## config.mk

```make
export PLATFORM = sky130hd
export DESIGN_NAME = bba_front
export DESIGN_NICKNAME = d
export VERILOG_FILES = /design/src/hdl/bba_pkg.sv /design/src/hdl/bba_front.sv
export SDC_FILE = /design/constraint.sdc
export NUM_CORES = 1
export LEC_CHECK = 0
export BUFFER_PORTS_ARGS = -buffer_cell sky130_fd_sc_hd__buf_2
export CAP_MARGIN = 20
export CORE_MARGIN = 4
export CORE_UTILIZATION = 40
export DETAILED_ROUTE_END_ITERATION = 10
export PLACE_DENSITY = 0.84
export SLEW_MARGIN = 25
export SYNTH_ARGS = -nofsm -noshare
export SYNTH_HDL_FRONTEND = slang
export SYNTH_SLANG_ARGS = --single-unit
```

## constraint.sdc

```tcl
create_clock -name vclk -period 3
set_input_delay 0.6 -clock vclk [all_inputs]
set_output_delay 0.6 -clock vclk [all_outputs]
set_load 0.02 [all_outputs]
```

## src/hdl/bba_pkg.sv

```systemverilog
// ----------------------------------------------------------------------------
// Buddy block allocator package
// Shared sizes, status codes, command word and engine states.
// ----------------------------------------------------------------------------
package bba_pkg;

	// Pool geometry and header overhead.
	localparam int POOL_LOG2      = 16;
	localparam int MIN_BLOCK_LOG2 = 6;
	localparam int HEADER_BYTES   = 32;
	localparam int LEVELS         = POOL_LOG2 - MIN_BLOCK_LOG2;
	localparam int NODE_COUNT     = (2 << LEVELS) - 1;
	localparam int NODE_W         = $clog2(NODE_COUNT);
	localparam int DEPTH_W        = $clog2(LEVELS + 1);
	localparam int ADDR_W         = 16;
	localparam int USED_W         = 17;

	// State of one tree node.
	typedef enum logic [1:0] {
		NS_UNUSED = 2'd0,
		NS_FREE   = 2'd1,
		NS_ALLOC  = 2'd2,
		NS_SPLIT  = 2'd3
	} node_st_t;

	// Result status codes.
	typedef enum logic [1:0] {
		RS_OK       = 2'd0,
		RS_INVALID  = 2'd1,
		RS_NO_SPACE = 2'd2,
		RS_BAD_ADDR = 2'd3
	} res_st_t;

	// Request modes.
	typedef enum logic [1:0] {
		MD_ALLOC = 2'd0,
		MD_FREE  = 2'd1,
		MD_RESET = 2'd2,
		MD_SPARE = 2'd3
	} mode_t;

	// Classified command kinds.
	typedef enum logic [1:0] {
		CMD_ALLOC  = 2'd0,
		CMD_FREE   = 2'd1,
		CMD_CLEAR  = 2'd2,
		CMD_REJECT = 2'd3
	} cmd_kind_t;

	// Command word passed from the front end to the engine.
	typedef struct packed {
		cmd_kind_t           kind;
		res_st_t             rej;
		logic [DEPTH_W-1:0]  depth;
		logic [ADDR_W-1:0]   start;
	} cmd_t;

	// Engine states.
	typedef enum logic [3:0] {
		ES_CLR,
		ES_IDLE,
		ES_SCAN,
		ES_SP_A,
		ES_SP_B,
		ES_FW_RD,
		ES_FW_CK,
		ES_FR_W,
		ES_MG_RD,
		ES_MG_CK,
		ES_MG_W2,
		ES_MG_W3
	} eng_st_t;

endpackage

```

## src/hdl/bba_front.sv

```systemverilog
// ----------------------------------------------------------------------------
// Buddy allocator front end
// Accepts request words and classifies them into engine commands.
// ----------------------------------------------------------------------------
module bba_front (
	input  logic          s_tvalid,
	output logic          s_tready,
	input  logic [31:0]   s_tdata,   // request_bytes[15:0], free_address[31:16]
	input  logic [1:0]    s_tuser,   // mode[1:0]
	input  logic          full,
	output logic          push,
	output bba_pkg::cmd_t cmd
);
	import bba_pkg::*;

	logic [ADDR_W-1:0]  req;
	logic [ADDR_W-1:0]  faddr;
	logic [USED_W-1:0]  need;
	logic               fit;
	logic [DEPTH_W-1:0] dpt;

	assign req      = s_tdata[15:0];
	assign faddr    = s_tdata[31:16];
	assign s_tready = !full;
	assign push     = s_tvalid && !full;

	// Smallest order whose block holds the request plus header.
	always_comb begin
		need = {1'b0, req} + USED_W'(HEADER_BYTES);
		fit  = 1'b0;
		dpt  = '0;
		for (int o = POOL_LOG2; o >= MIN_BLOCK_LOG2; o--) begin
			if ((USED_W'(1) << o) >= need) begin
				fit = 1'b1;
				dpt = DEPTH_W'(POOL_LOG2 - o);
			end
		end
	end

	// Command classification.
	always_comb begin
		cmd.kind  = CMD_REJECT;
		cmd.rej   = RS_INVALID;
		cmd.depth = dpt;
		cmd.start = faddr - ADDR_W'(HEADER_BYTES);
		case (mode_t'(s_tuser))
			MD_ALLOC: begin
				if (req == '0) begin
					cmd.rej = RS_INVALID;
				end else if (!fit) begin
					cmd.rej = RS_NO_SPACE;
				end else begin
					cmd.kind = CMD_ALLOC;
				end
			end
			MD_FREE: begin
				if (faddr < ADDR_W'(HEADER_BYTES)) begin
					cmd.rej = RS_BAD_ADDR;
				end else begin
					cmd.kind = CMD_FREE;
				end
			end
			MD_RESET: begin
				cmd.kind = CMD_CLEAR;
			end
			default: begin
				cmd.rej = RS_INVALID;
			end
		endcase
	end

endmodule

```

# After elaboration in Yosys (flattened, before gate mapping)

Cells that the tools add are included.

Register bits after elaboration: 0
Output and inout port bits: 26
Word-level logic and storage cells: 48
Bits of input ports: 36

Reduce and logical (&&, ||, !) cells: 4
Muxes and demuxes: 28
$lt $le $gt $ge: 12
Equal/unequal tests: 2
Add/sub/neg operators: 2

Operator list:

| cell                  | number |
|---|---|
| $mux 4                | 9 |
| $add 16x6->17 const B | 1 |
| $ge 10x17->1 const A  | 1 |
| $ge 11x17->1 const A  | 1 |
| $ge 12x17->1 const A  | 1 |
| $ge 13x17->1 const A  | 1 |
| $ge 14x17->1 const A  | 1 |
| $ge 15x17->1 const A  | 1 |
| $ge 16x17->1 const A  | 1 |
| $ge 17x17->1 const A  | 1 |
| $ge 7x17->1 const A   | 1 |
| $ge 8x17->1 const A   | 1 |
| $ge 9x17->1 const A   | 1 |
| $logic_not 16->1      | 1 |
| $lt 16x6->1 const B   | 1 |
| $sub 16x6->16 const B | 1 |
| $mux 1                | 12 |
| $mux 2                | 5 |
| $pmux 2 s3            | 1 |
| $pmux 2 s2            | 1 |
| $eq 2x1->1 const B    | 1 |
| $eq 2x2->1 const B    | 1 |
| $logic_not 2->1       | 1 |
| $logic_and 1x1->1     | 1 |
| $logic_not 1->1       | 1 |

# Depth between registers and ports, before layout

Depth after elaboration: 16
Depth in mapped cells: 10

# Least setup slack after synthesis

OpenSTA, ideal clock, no wires.

Kind: in2out
Start point: in s_tdata[3]
End point: out cmd[17] (netlist bit)
Required time: 2,400 ps
Setup slack: -212 ps
Data arrival time: 2,612 ps
Stages on the path: 7
Cells stage by stage: or4_4 nor4_1 nand2b_1 a211o_1 a221oi_1 a21oi_1 a21oi_1

RTL lines:

| what               | RTL line        | text |
|---|---|---|
| start: declaration | bba_front.sv:8  | `input logic [31:0] s_tdata,` |
| end: declaration   | bba_front.sv:12 | `output bba_pkg::cmd_t cmd` |

==> metrics.cfg <==
[synth]
syn_inst = 163
yosysTopAreaCellShare_pct = 6.38
synth_most_common_cell = nor2_1
avgSynthCellArea_um2 = 6.74
yosys.area.top_type = xnor2_1
ys_seq_area_share_pct = 0
syn-num-nets = 203
syn_area_um2 = 1100
yosys_warnings = 0
synth_top_cells_by_count = nor2_1, nand2_1, o21ai_0
ys_types = 47
synthTopCellsByArea = xnor2_1, xor2_1, nor2_1

[grt]
antenna_found_initial = 0
grt_usage_pct = 20.3
grt_pass1_wl_mm = 6.01
overflow = 0
first_global_vias = 1427
grt_max_degree = 13

[cells_and_area]
nets = 278
multi_input_area_um2 = 1010
syn2layout_area_growth_pct = 51.6
drive_gt1_share_pct = 45.8
clock_buffer_count = 0
fill_cells = 229
n_antenna_cell = 0
fin_area_um2 = 1670
n_sequential_cell = 0
register_area_um2 = 0
fin_cells = 266

[routing]
drc = 0
avgRoutedWirePerCell_um = 14.0
drt_iter0_drc = 118
wirelength_mm = 3.72
num_vias = 1527
ant_nets = 0
firstDrtPassIters = 4
vias_per_cell = 5.74

[setup_path]
cpMaxStageDelayCell = or4_4
critical-path-max-stage-delay_ns = 0.57
crit_fanout = 4
critical_path_class = in -> out
startpoint_type = primary input
worst_ep_arrival_time_ns = 2.76
crit_chain = buf_6 > or4_4 > or4_4 > nor2_8 > buf_4 > nand3_1 > a311oi_1 > a21oi_1 > a21oi_2 > buf_6
crit_required_ns = 2.40
end_kind = primary output

[hold_path]
hp-start = s_tdata[16]
min_path_cells = 0
hold_end = cmd[0]
hp-class = in -> out

[sta]
maxSlewHeadroom_pct = 64.5
tightest_slew_ns = 0.531
rsz0062_at_grt = true
whs_ns = 1.20
setup_viol = 7
hold_violations = 0
setup_slack_ns = -0.362
post-route-period-util_pct = 112
period_minus_slack_ns = 3.36
slew_violations = 0
max_freq_ghz = 0.297

[power_and_ir_drop]
ir_drop_v = 0.000100
power_leakage_nw = 0.771
p_per_area_nw_per_um2 = 117

[place]
hpwl_mm = 3.03
dp.cells = 265
dpl_cell_area_um2 = 1590
port_buffers = 52
gp_congestion = 0.918

[floorplanning]
start_util_pct = 43.2
die_h_um = 60.4
core.rowCount = 18
ios = 62
die_area_um2 = 3650
die_x_um = 60.4
core_region_area_um2 = 2540

[status]
outcome = complete, but fails checks
violations = setup timing

[job]
drv_cap = 0

-- per-stage QoR --
stage,setup TNS [ns],setup WS [ns],util [%],total power [mW]
2_1_floorplan,-0.321,-0.178,-,0.114
3_5_place_dp,-2.19,-0.439,62.5,0.185
4_1_cts,-1.92,-0.371,64.4,0.191
3_3_place_gp,-1.97,-0.367,62.5,0.180
6_report,-1.87,-0.362,65.4,0.195
5_1_grt,-2.48,-0.450,65.4,0.213
-- routing by layer --
metal | up-vias | GRT usage [%] | share of wire, %
li1 | 755 | - | -
met1 | 685 | 27.3 | 41
met2 | 79 | 35.5 | 50
met3 | 8 | 1.49 | 8.0
met4 | 0 | 3.80 | 1.2
met5 | - | 0 | 0
-- repair_timing --
action | 4_1_cts | 5_1_grt
gates resized for setup | 12 | 7
hold endpoints to repair | 0 | 0
setup buffers | 1 | 0
hold buffers | 0 | 0
setup endpoints to repair | 7 | 8
pin swaps | 8 | 2
-- worst max path at each step --
stage	from	slack, ns	endpoint
6_report	s_tdata[3]	-0.36	cmd[17]
5_1_grt	s_tdata[3]	-0.45	cmd[17]
4_1_cts	s_tdata[3]	-0.37	cmd[17]
3_5_place_dp	s_tdata[3]	-0.44	cmd[17]
3_3_place_gp	s_tdata[3]	-0.37	cmd[16]
2_1_floorplan	s_tdata[3]	-0.18	cmd[16]
-- power breakdown --
| group | leakage (nW) | total [mW] | switching, mW | internal, mW |
|---|---|---|---|---|
| Sequential | 0 | 0 | 0 | 0 |
| Combinational | 0.771 | 0.195 | 0.108 | 0.0872 |
| Clock | 0 | 0 | 0 | 0 |
| Total | 0.771 | 0.195 | 0.108 | 0.0872 |
-- kinds of logic (layout without fill, tap and decap cells) --
family	count (synthesis)	after routing	synth area share [%]
and+or+nand+nor	77	77	39.7
AOI/OAI and AO/OA	44	44	30.9
buffers and inverters	22	95	12.1
xor gates and xnor gates	16	16	12.8
adders and majority gates	4	4	4.56
-- placed cells by master (no fill, tap or decap), types with 5 or more instances in the layout --
cell / instances
xor2_1: 8
nand2_1: 13
a311oi_1: 5
buf_2: 45
nor4_1: 5
xnor2_1: 7
nand3_1: 7
nor3_1: 7
o21ai_0: 7
inv_1: 6
nor2_1: 14
buf_4: 37
buf_6: 6
-- layout make-up --
cell class	count	share of cell area (%)
repair buffers	89	35.5
well taps	30	2.25
multi-input cells	141	60.9
inverters	6	1.35
-- worst max-delay path, delay by kind of cell --
family                 cells  cell delay (ns)
buffers and inverters      3             0.35
AND/OR/NAND/NOR            4             1.30
AO/OA/AOI/OAI              3             0.52
(Power assumes the default switching activity.)
