### config.mk
export PLATFORM = sky130hd
export DESIGN_NAME = bba_queue
export DESIGN_NICKNAME = d
export VERILOG_FILES = /design/src/hdl/bba_pkg.sv /design/src/hdl/bba_queue.sv
export SDC_FILE = /design/constraint.sdc
export NUM_CORES = 1
export LEC_CHECK = 0
export BUFFER_PORTS_ARGS = -buffer_cell sky130_fd_sc_hd__buf_2
export CORE_MARGIN = 2
export CORE_UTILIZATION = 55
export CTS_CLUSTER_SIZE = 12
export DETAILED_ROUTE_END_ITERATION = 10
export GPL_ROUTABILITY_DRIVEN = 0
export GPL_TIMING_DRIVEN = 0
export PLACE_DENSITY_LB_ADDON = 0.3
export SETUP_SLACK_MARGIN = 0.2
export SLEW_MARGIN = 20
export SYNTH_ARGS = -nofsm -noshare
export SYNTH_HDL_FRONTEND = slang
export SYNTH_SLANG_ARGS = --single-unit
### constraint.sdc
create_clock -name clk -period 5.13 [get_ports clk]
set_input_delay 1.026 -clock clk [delete_from_list [all_inputs] [get_ports clk]]
set_output_delay 1.026 -clock clk [all_outputs]
set_load 0.01 [all_outputs]
### src/hdl/bba_pkg.sv
// ----------------------------------------------------------------------------
// Buddy block allocator package
// Shared sizes, status codes, command word and engine states.
// ----------------------------------------------------------------------------
package bba_pkg;

	// Pool geometry and header overhead.
	localparam int POOL_LOG2      = 16;
	localparam int MIN_BLOCK_LOG2 = 6;
	localparam int HEADER_BYTES   = 32;
	localparam int LEVELS         = POOL_LOG2 - MIN_BLOCK_LOG2;
	localparam int NODE_COUNT     = (2 << LEVELS) - 1;
	localparam int NODE_W         = $clog2(NODE_COUNT);
	localparam int DEPTH_W        = $clog2(LEVELS + 1);
	localparam int ADDR_W         = 16;
	localparam int USED_W         = 17;

	// State of one tree node.
	typedef enum logic [1:0] {
		NS_UNUSED = 2'd0,
		NS_FREE   = 2'd1,
		NS_ALLOC  = 2'd2,
		NS_SPLIT  = 2'd3
	} node_st_t;

	// Result status codes.
	typedef enum logic [1:0] {
		RS_OK       = 2'd0,
		RS_INVALID  = 2'd1,
		RS_NO_SPACE = 2'd2,
		RS_BAD_ADDR = 2'd3
	} res_st_t;

	// Request modes.
	typedef enum logic [1:0] {
		MD_ALLOC = 2'd0,
		MD_FREE  = 2'd1,
		MD_RESET = 2'd2,
		MD_SPARE = 2'd3
	} mode_t;

	// Classified command kinds.
	typedef enum logic [1:0] {
		CMD_ALLOC  = 2'd0,
		CMD_FREE   = 2'd1,
		CMD_CLEAR  = 2'd2,
		CMD_REJECT = 2'd3
	} cmd_kind_t;

	// Command word passed from the front end to the engine.
	typedef struct packed {
		cmd_kind_t           kind;
		res_st_t             rej;
		logic [DEPTH_W-1:0]  depth;
		logic [ADDR_W-1:0]   start;
	} cmd_t;

	// Engine states.
	typedef enum logic [3:0] {
		ES_CLR,
		ES_IDLE,
		ES_SCAN,
		ES_SP_A,
		ES_SP_B,
		ES_FW_RD,
		ES_FW_CK,
		ES_FR_W,
		ES_MG_RD,
		ES_MG_CK,
		ES_MG_W2,
		ES_MG_W3
	} eng_st_t;

endpackage

### src/hdl/bba_queue.sv
// ----------------------------------------------------------------------------
// Buddy allocator command queue
// Two-entry queue between the front end and the engine.
// ----------------------------------------------------------------------------
module bba_queue (
	input  logic          clk,
	input  logic          arst_n,
	input  logic          push,
	input  bba_pkg::cmd_t din,
	output logic          full,
	input  logic          pop,
	output bba_pkg::cmd_t dout,
	output logic          empty
);
	import bba_pkg::*;

	cmd_t       ent_q [2];
	logic       wr_q;
	logic       rd_q;
	logic [1:0] cnt_q;

	assign full  = (cnt_q == 2'd2);
	assign empty = (cnt_q == 2'd0);
	assign dout  = ent_q[rd_q];

	// Entry storage.
	always_ff @(posedge clk) begin
		if (push) begin
			ent_q[wr_q] <= din;
		end
	end

	// Pointers and fill count.
	always_ff @(posedge clk or negedge arst_n) begin
		if (!arst_n) begin
			wr_q  <= 1'b0;
			rd_q  <= 1'b0;
			cnt_q <= 2'd0;
		end else begin
			if (push) begin
				wr_q <= ~wr_q;
			end
			if (pop) begin
				rd_q <= ~rd_q;
			end
			if (push && !pop) begin
				cnt_q <= cnt_q + 2'd1;
			end else if (pop && !push) begin
				cnt_q <= cnt_q - 2'd1;
			end
		end
	end

endmodule

# After elaboration in Yosys (flattened, before gate mapping)

Memories as Yosys holds them, arrays and structs flattened.
Index checks and enable logic that the tools add are counted.

Output and inout port bits: 26
Memories kept: 1
Register bits: 4
Input port bits: 28
Word-level logic and storage cells: 19
Memory bits (writable): 48

Bitwise logic cells: 2
Multiplexer cells: 4
Reduce and logical (&&, ||, !) cells: 6
Equality and inequality tests: 1
Add/sub/neg operators: 2

Memories:

| name  | words | width | rd ports | clocked after Yosys merged registers in | wr ports | line            | text |
|---|---|---|---|---|---|---|---|
| ent_q | 2     | 24    | 1        | 0                                       | 1        | bba_queue.sv:17 | `cmd_t ent_q [2];` |

Operator list:

| operator                                                            | number |
|---|---|
| 2-bit two-way mux                                                   | 2 |
| 2-bit by 1-bit adder with 2-bit output (second input constant)      | 1 |
| 2-bit == test (second input constant)                               | 1 |
| 1-bit logical AND                                                   | 2 |
| 1-bit zero test                                                     | 2 |
| 2-bit zero test                                                     | 1 |
| 1-bit two-way mux                                                   | 2 |
| 1-bit inverter                                                      | 2 |
| 2-bit nonzero test                                                  | 1 |
| 2-bit by 1-bit subtractor with 2-bit output (second input constant) | 1 |

# Longest topological paths before layout

Depth after elaboration: 4
Mapped depth: 5
Depth with buffers taken out: 5

# Worst setup path before layout

No wires, ideal clock.

Path kind: input-to-reg
From: input push
To: memory ent_q[0][0] (netlist name) (enable)
Setup slack: 2,590 ps
Buffers on the path: 0
Arrival: 2,132 ps
Setup time: 408 ps
Stages: 1
Data required time: 4,722 ps
Path through: nor2b_1

Longest elaborated chain between the ends: 2

RTL lines:

| element                                 | line            | text |
|---|---|---|
| from (decl)                             | bba_queue.sv:8  | `input logic push,` |
| 1-bit two-way mux                       | bba_queue.sv:28 | `if (push) begin` |
| 1-bit two-way mux (implied by the code) | bba_queue.sv:29 | `ent_q[wr_q] <= din;` |
| to (decl)                               | bba_queue.sv:17 |  |

No other way between the ends.

==> impl_metrics.prom <==
# TYPE chip_impl_metric gauge
chip_impl_info{name="synth_top_cells_by_area",value="sky130_fd_sc_hd__edfxtp_1 (71%), sky130_fd_sc_hd__mux2_4 (14%), sky130_fd_sc_hd__dfrtp_1 (5.0%), sky130_fd_sc_hd__mux2_2 (2.8%), sky130_fd_sc_hd__buf_12 (2.0%)"} 1
chip_impl_metric{name="drt_pre_antenna_iters",unit=""} 3
chip_impl_metric{name="worst-slew-pin-transition",unit="ps"} 699
chip_impl_metric{name="quantity_of_hold_fixing_buffers_added_after_cts",unit=""} 0
chip_impl_metric{name="net-switching-power",unit="mW"} 0.360
chip_impl_metric{name="synth_largest_type_area_fraction",unit=""} 0.713
chip_impl_metric{name="cp.arrival",unit="ps"} 1410
chip_impl_metric{name="postSynthRegisterBits",unit=""} 52
chip_impl_metric{name="numPortBuffers",unit=""} 53
chip_impl_metric{name="post_synthesis_cell_type_count",unit=""} 13
chip_impl_metric{name="design.die.area",unit="µm²"} 4180
chip_impl_metric{name="totalPowerFinal",unit="mW"} 1.31
chip_impl_metric{name="cts_htree_levels",unit=""} 2
chip_impl_metric{name="worst_clock_skew",unit="ps"} 5.18
chip_impl_metric{name="route.detailed.vias_per_inst",unit=""} 4.89
chip_impl_metric{name="place_ws",unit="ps"} 2670
chip_impl_metric{name="core_area",unit="µm²"} 3610
chip_impl_metric{name="internal_power",unit="mW"} 0.953
chip_impl_metric{name="die_outline_width",unit="µm"} 64.6
chip_impl_metric{name="yosysWarningCount",unit=""} 0
chip_impl_metric{name="first_global_vias",unit=""} 1013
chip_impl_metric{name="cp_max_fo",unit=""} 10
chip_impl_info{name="cts_tree",value="done"} 1
chip_impl_metric{name="detailed_place_hpwl",unit="µm"} 2070
chip_impl_metric{name="vdd.ir_drop.worst",unit="V"} 0.000298
chip_impl_metric{name="count_of_nets_after_finishing",unit=""} 180
chip_impl_metric{name="clock_network_fraction_of_design_power",unit=""} 0.201
chip_impl_metric{name="switching_share",unit=""} 0.274
chip_impl_metric{name="routed_wirelength",unit="µm"} 3010
chip_impl_metric{name="max_slew_margin",unit=""} 0.533
chip_impl_metric{name="final_min_period_over_clock_period",unit=""} 0.475
chip_impl_info{name="rr_startpoint",value="wr_q$_DFFE_PN0P_"} 1
chip_impl_metric{name="via_count",unit=""} 978
chip_impl_metric{name="power_frac_seq",unit=""} 0.458
chip_impl_metric{name="slew_viol_final",unit=""} 0
chip_impl_metric{name="layout_min_cycle_time",unit="ps"} 2440
chip_impl_metric{name="clk_pin_slew_worst_paths",unit="ps"} 90
chip_impl_metric{name="global_route_wire_length_before_repair",unit="µm"} 4760
chip_impl_metric{name="multi_input_comb_area",unit="µm²"} 433
chip_impl_info{name="run_status",value="finished clean"} 1
chip_impl_metric{name="grt_start_max_net_pins",unit=""} 25
chip_impl_metric{name="regArea",unit="µm²"} 1540
chip_impl_info{name="critical_path_class",value="flip-flop to output port"} 1
chip_impl_metric{name="final.fill_count",unit=""} 259
chip_impl_info{name="launching_element_of_the_worst_setup_path",value="rd_q$_DFFE_PN0P_"} 1
chip_impl_metric{name="grt_remaining_overflow",unit=""} 0
chip_impl_metric{name="drt-wirelength-per-cell",unit="µm"} 15.0
chip_impl_info{name="critical_path.endpoint_type",value="output port"} 1
chip_impl_metric{name="number_of_antenna_diodes",unit=""} 0
chip_impl_metric{name="p_leak",unit="nW"} 1.01
chip_impl_metric{name="cp_data_required_time",unit="ps"} 4100
chip_impl_metric{name="area_delta_synth_final",unit="%"} 21.8
chip_impl_metric{name="placementRows",unit=""} 22
chip_impl_metric{name="ios",unit=""} 54
chip_impl_metric{name="synth_cells",unit=""} 91
chip_impl_metric{name="clock_latency",unit="ps"} 300
chip_impl_metric{name="report.final.hold_viol_count",unit=""} 0
chip_impl_info{name="grt_setup_unrepaired",value="false"} 1
chip_impl_metric{name="fin_ws",unit="ps"} 2690
chip_impl_metric{name="power_frac_comb",unit=""} 0.341
chip_impl_metric{name="groute.usage.overall",unit=""} 0.162
chip_impl_metric{name="fp.dieH",unit="µm"} 64.6
chip_impl_metric{name="clock_sink_count",unit=""} 52
chip_impl_metric{name="r2r_slack",unit="ps"} 3740
chip_impl_metric{name="tns",unit="ps"} 0
chip_impl_metric{name="reg2reg_depth",unit=""} 1
chip_impl_metric{name="start_util",unit=""} 0.560
chip_impl_metric{name="syn_avg_cell_area",unit="µm²"} 22.2
chip_impl_metric{name="cts_setup_buffers",unit=""} 0
chip_impl_info{name="hold_path.class",value="input port to asynchronous set/reset pin"} 1
chip_impl_metric{name="detailedRoute.firstIterationViolations",unit=""} 14
chip_impl_metric{name="setup_viol",unit=""} 0
chip_impl_metric{name="layout_cell_share_with_drive_strength_beyond_1",unit=""} 0.579
chip_impl_info{name="cts_root_buf",value="sky130_fd_sc_hd__clkbuf_8"} 1
chip_impl_info{name="reg2reg_to",value="ent_q[0][4]$_DFFE_PP_"} 1
chip_impl_metric{name="max_cap_violations",unit=""} 0
chip_impl_info{name="yosys.area.top_type",value="sky130_fd_sc_hd__edfxtp_1"} 1
chip_impl_metric{name="clockBufferDepth",unit=""} 2
chip_impl_metric{name="route.detailed.drc",unit=""} 0
chip_impl_metric{name="portion_of_the_post_synthesis_area_used_by_sequential_elements",unit=""} 0.763
chip_impl_info{name="crit_path_end",value="dout[22]"} 1
chip_impl_metric{name="grt_antenna_before_repair",unit=""} 0
chip_impl_metric{name="upper_clock_frequency_limit",unit="MHz"} 411
chip_impl_metric{name="final_antenna_net_count",unit=""} 0
chip_impl_metric{name="cts-buffers-inserted",unit=""} 5
chip_impl_metric{name="cts-resized-gates",unit=""} 0
chip_impl_metric{name="p_per_area",unit="nW/µm²"} 533
chip_impl_metric{name="post_synth_instance_area",unit="µm²"} 2020
chip_impl_info{name="setup.worst_path.start_class",value="flip-flop"} 1
chip_impl_metric{name="synthesis.nets",unit=""} 120
synthesized netlist by cell type, drive strengths merged:
master / number
ha: 1
xor2: 4
nor2b: 2
mux2: 24
inv: 1
nor2: 2
xnor2: 1
edfxtp: 48
and2: 1
buf: 3
dfrtp: 4
worst max-delay path, stage by stage, from the launching register on:
cell,delay (ps)
sky130_fd_sc_hd__dfrtp_1,390
sky130_fd_sc_hd__buf_6,140
sky130_fd_sc_hd__buf_12,150
sky130_fd_sc_hd__mux2_4,290
sky130_fd_sc_hd__buf_2,140
layout make-up:
class                      instances  share of cell area
sequential                        52               0.626
multi-input combinational         35               0.176
timing repair buffer              53               0.108
clock buffer                       5              0.0280
tap                               48              0.0244
buffer                             3              0.0208
clock inverter                     3              0.0153
inverter                           1             0.00153
cells in the final DEF (no fill, tap or decap):
master / synthesis / routed
sky130_fd_sc_hd__buf_2: 0 / 53
sky130_fd_sc_hd__edfxtp_1: 48 / 48
sky130_fd_sc_hd__mux2_4: 19 / 19
sky130_fd_sc_hd__mux2_2: 5 / 5
sky130_fd_sc_hd__clkbuf_8: 0 / 5
sky130_fd_sc_hd__xor2_1: 4 / 4
sky130_fd_sc_hd__dfrtp_1: 4 / 4
sky130_fd_sc_hd__buf_12: 2 / 2
sky130_fd_sc_hd__nor2_1: 2 / 2
sky130_fd_sc_hd__clkinv_1: 0 / 2
sky130_fd_sc_hd__buf_6: 1 / 1
sky130_fd_sc_hd__inv_1: 1 / 1
sky130_fd_sc_hd__and2_2: 0 / 1
sky130_fd_sc_hd__nor2b_1: 2 / 1
sky130_fd_sc_hd__nor2b_4: 0 / 1
sky130_fd_sc_hd__xnor2_1: 1 / 1
sky130_fd_sc_hd__ha_1: 1 / 1
sky130_fd_sc_hd__bufinv_16: 0 / 1
how the worst min path moves through the flow:
stage / depth (start not counted) / to
after floorplan: 1 / wr_q$_DFFE_PN0P_
after global placement: 1 / wr_q$_DFFE_PN0P_
after global routing: 1 / cnt_q[0]$_DFFE_PN0P_
after CTS: 1 / cnt_q[0]$_DFFE_PN0P_
after detailed placement: 1 / cnt_q[1]$_DFFE_PN0P_
final: 1 / cnt_q[0]$_DFFE_PN0P_
power by group through the flow:
stage	clock network, mW	registers, mW	logic, mW
finish	0.264	0.601	0.448
global route	0.285	0.610	0.485
CTS	0.269	0.603	0.456
detailed placement	0	0.612	0.456
global placement	0	0.603	0.446
floorplan	0	0.599	0.326
cells by family after synthesis:
group | Yosys count | share of synthesized area
and+or+nand+nor | 5 | 0.0130
adders and majority gates | 1 | 0.00619
muxes | 24 | 0.169
buffers and inverters | 4 | 0.0272
DFF | 52 | 0.763
xor gates and xnor gates | 5 | 0.0217
metrics by stage:
stage	hold WS [ps]	std cells	util	cell area, µm²
3_3_place_gp	470	192	0.651	2350
3_5_place_dp	518	192	0.653	2350
2_1_floorplan	455	91	-	2020
6_report	516	200	0.683	2460
5_1_grt	504	200	0.683	2460
4_1_cts	513	200	0.682	2460
layer usage:
layer / part of all wire / global-route usage
met5: 0 / 0
met4: 0.018 / 0.0638
met3: 0.057 / 0.0608
met2: 0.53 / 0.276
met1: 0.40 / 0.184
state kept, by name, summed over array words and instances, names as in the netlist:
signal	flops
rd_q	1
cnt_q	2
ent_q	48
wr_q	1
No activity file was read; power rests on OpenSTA's default activity.
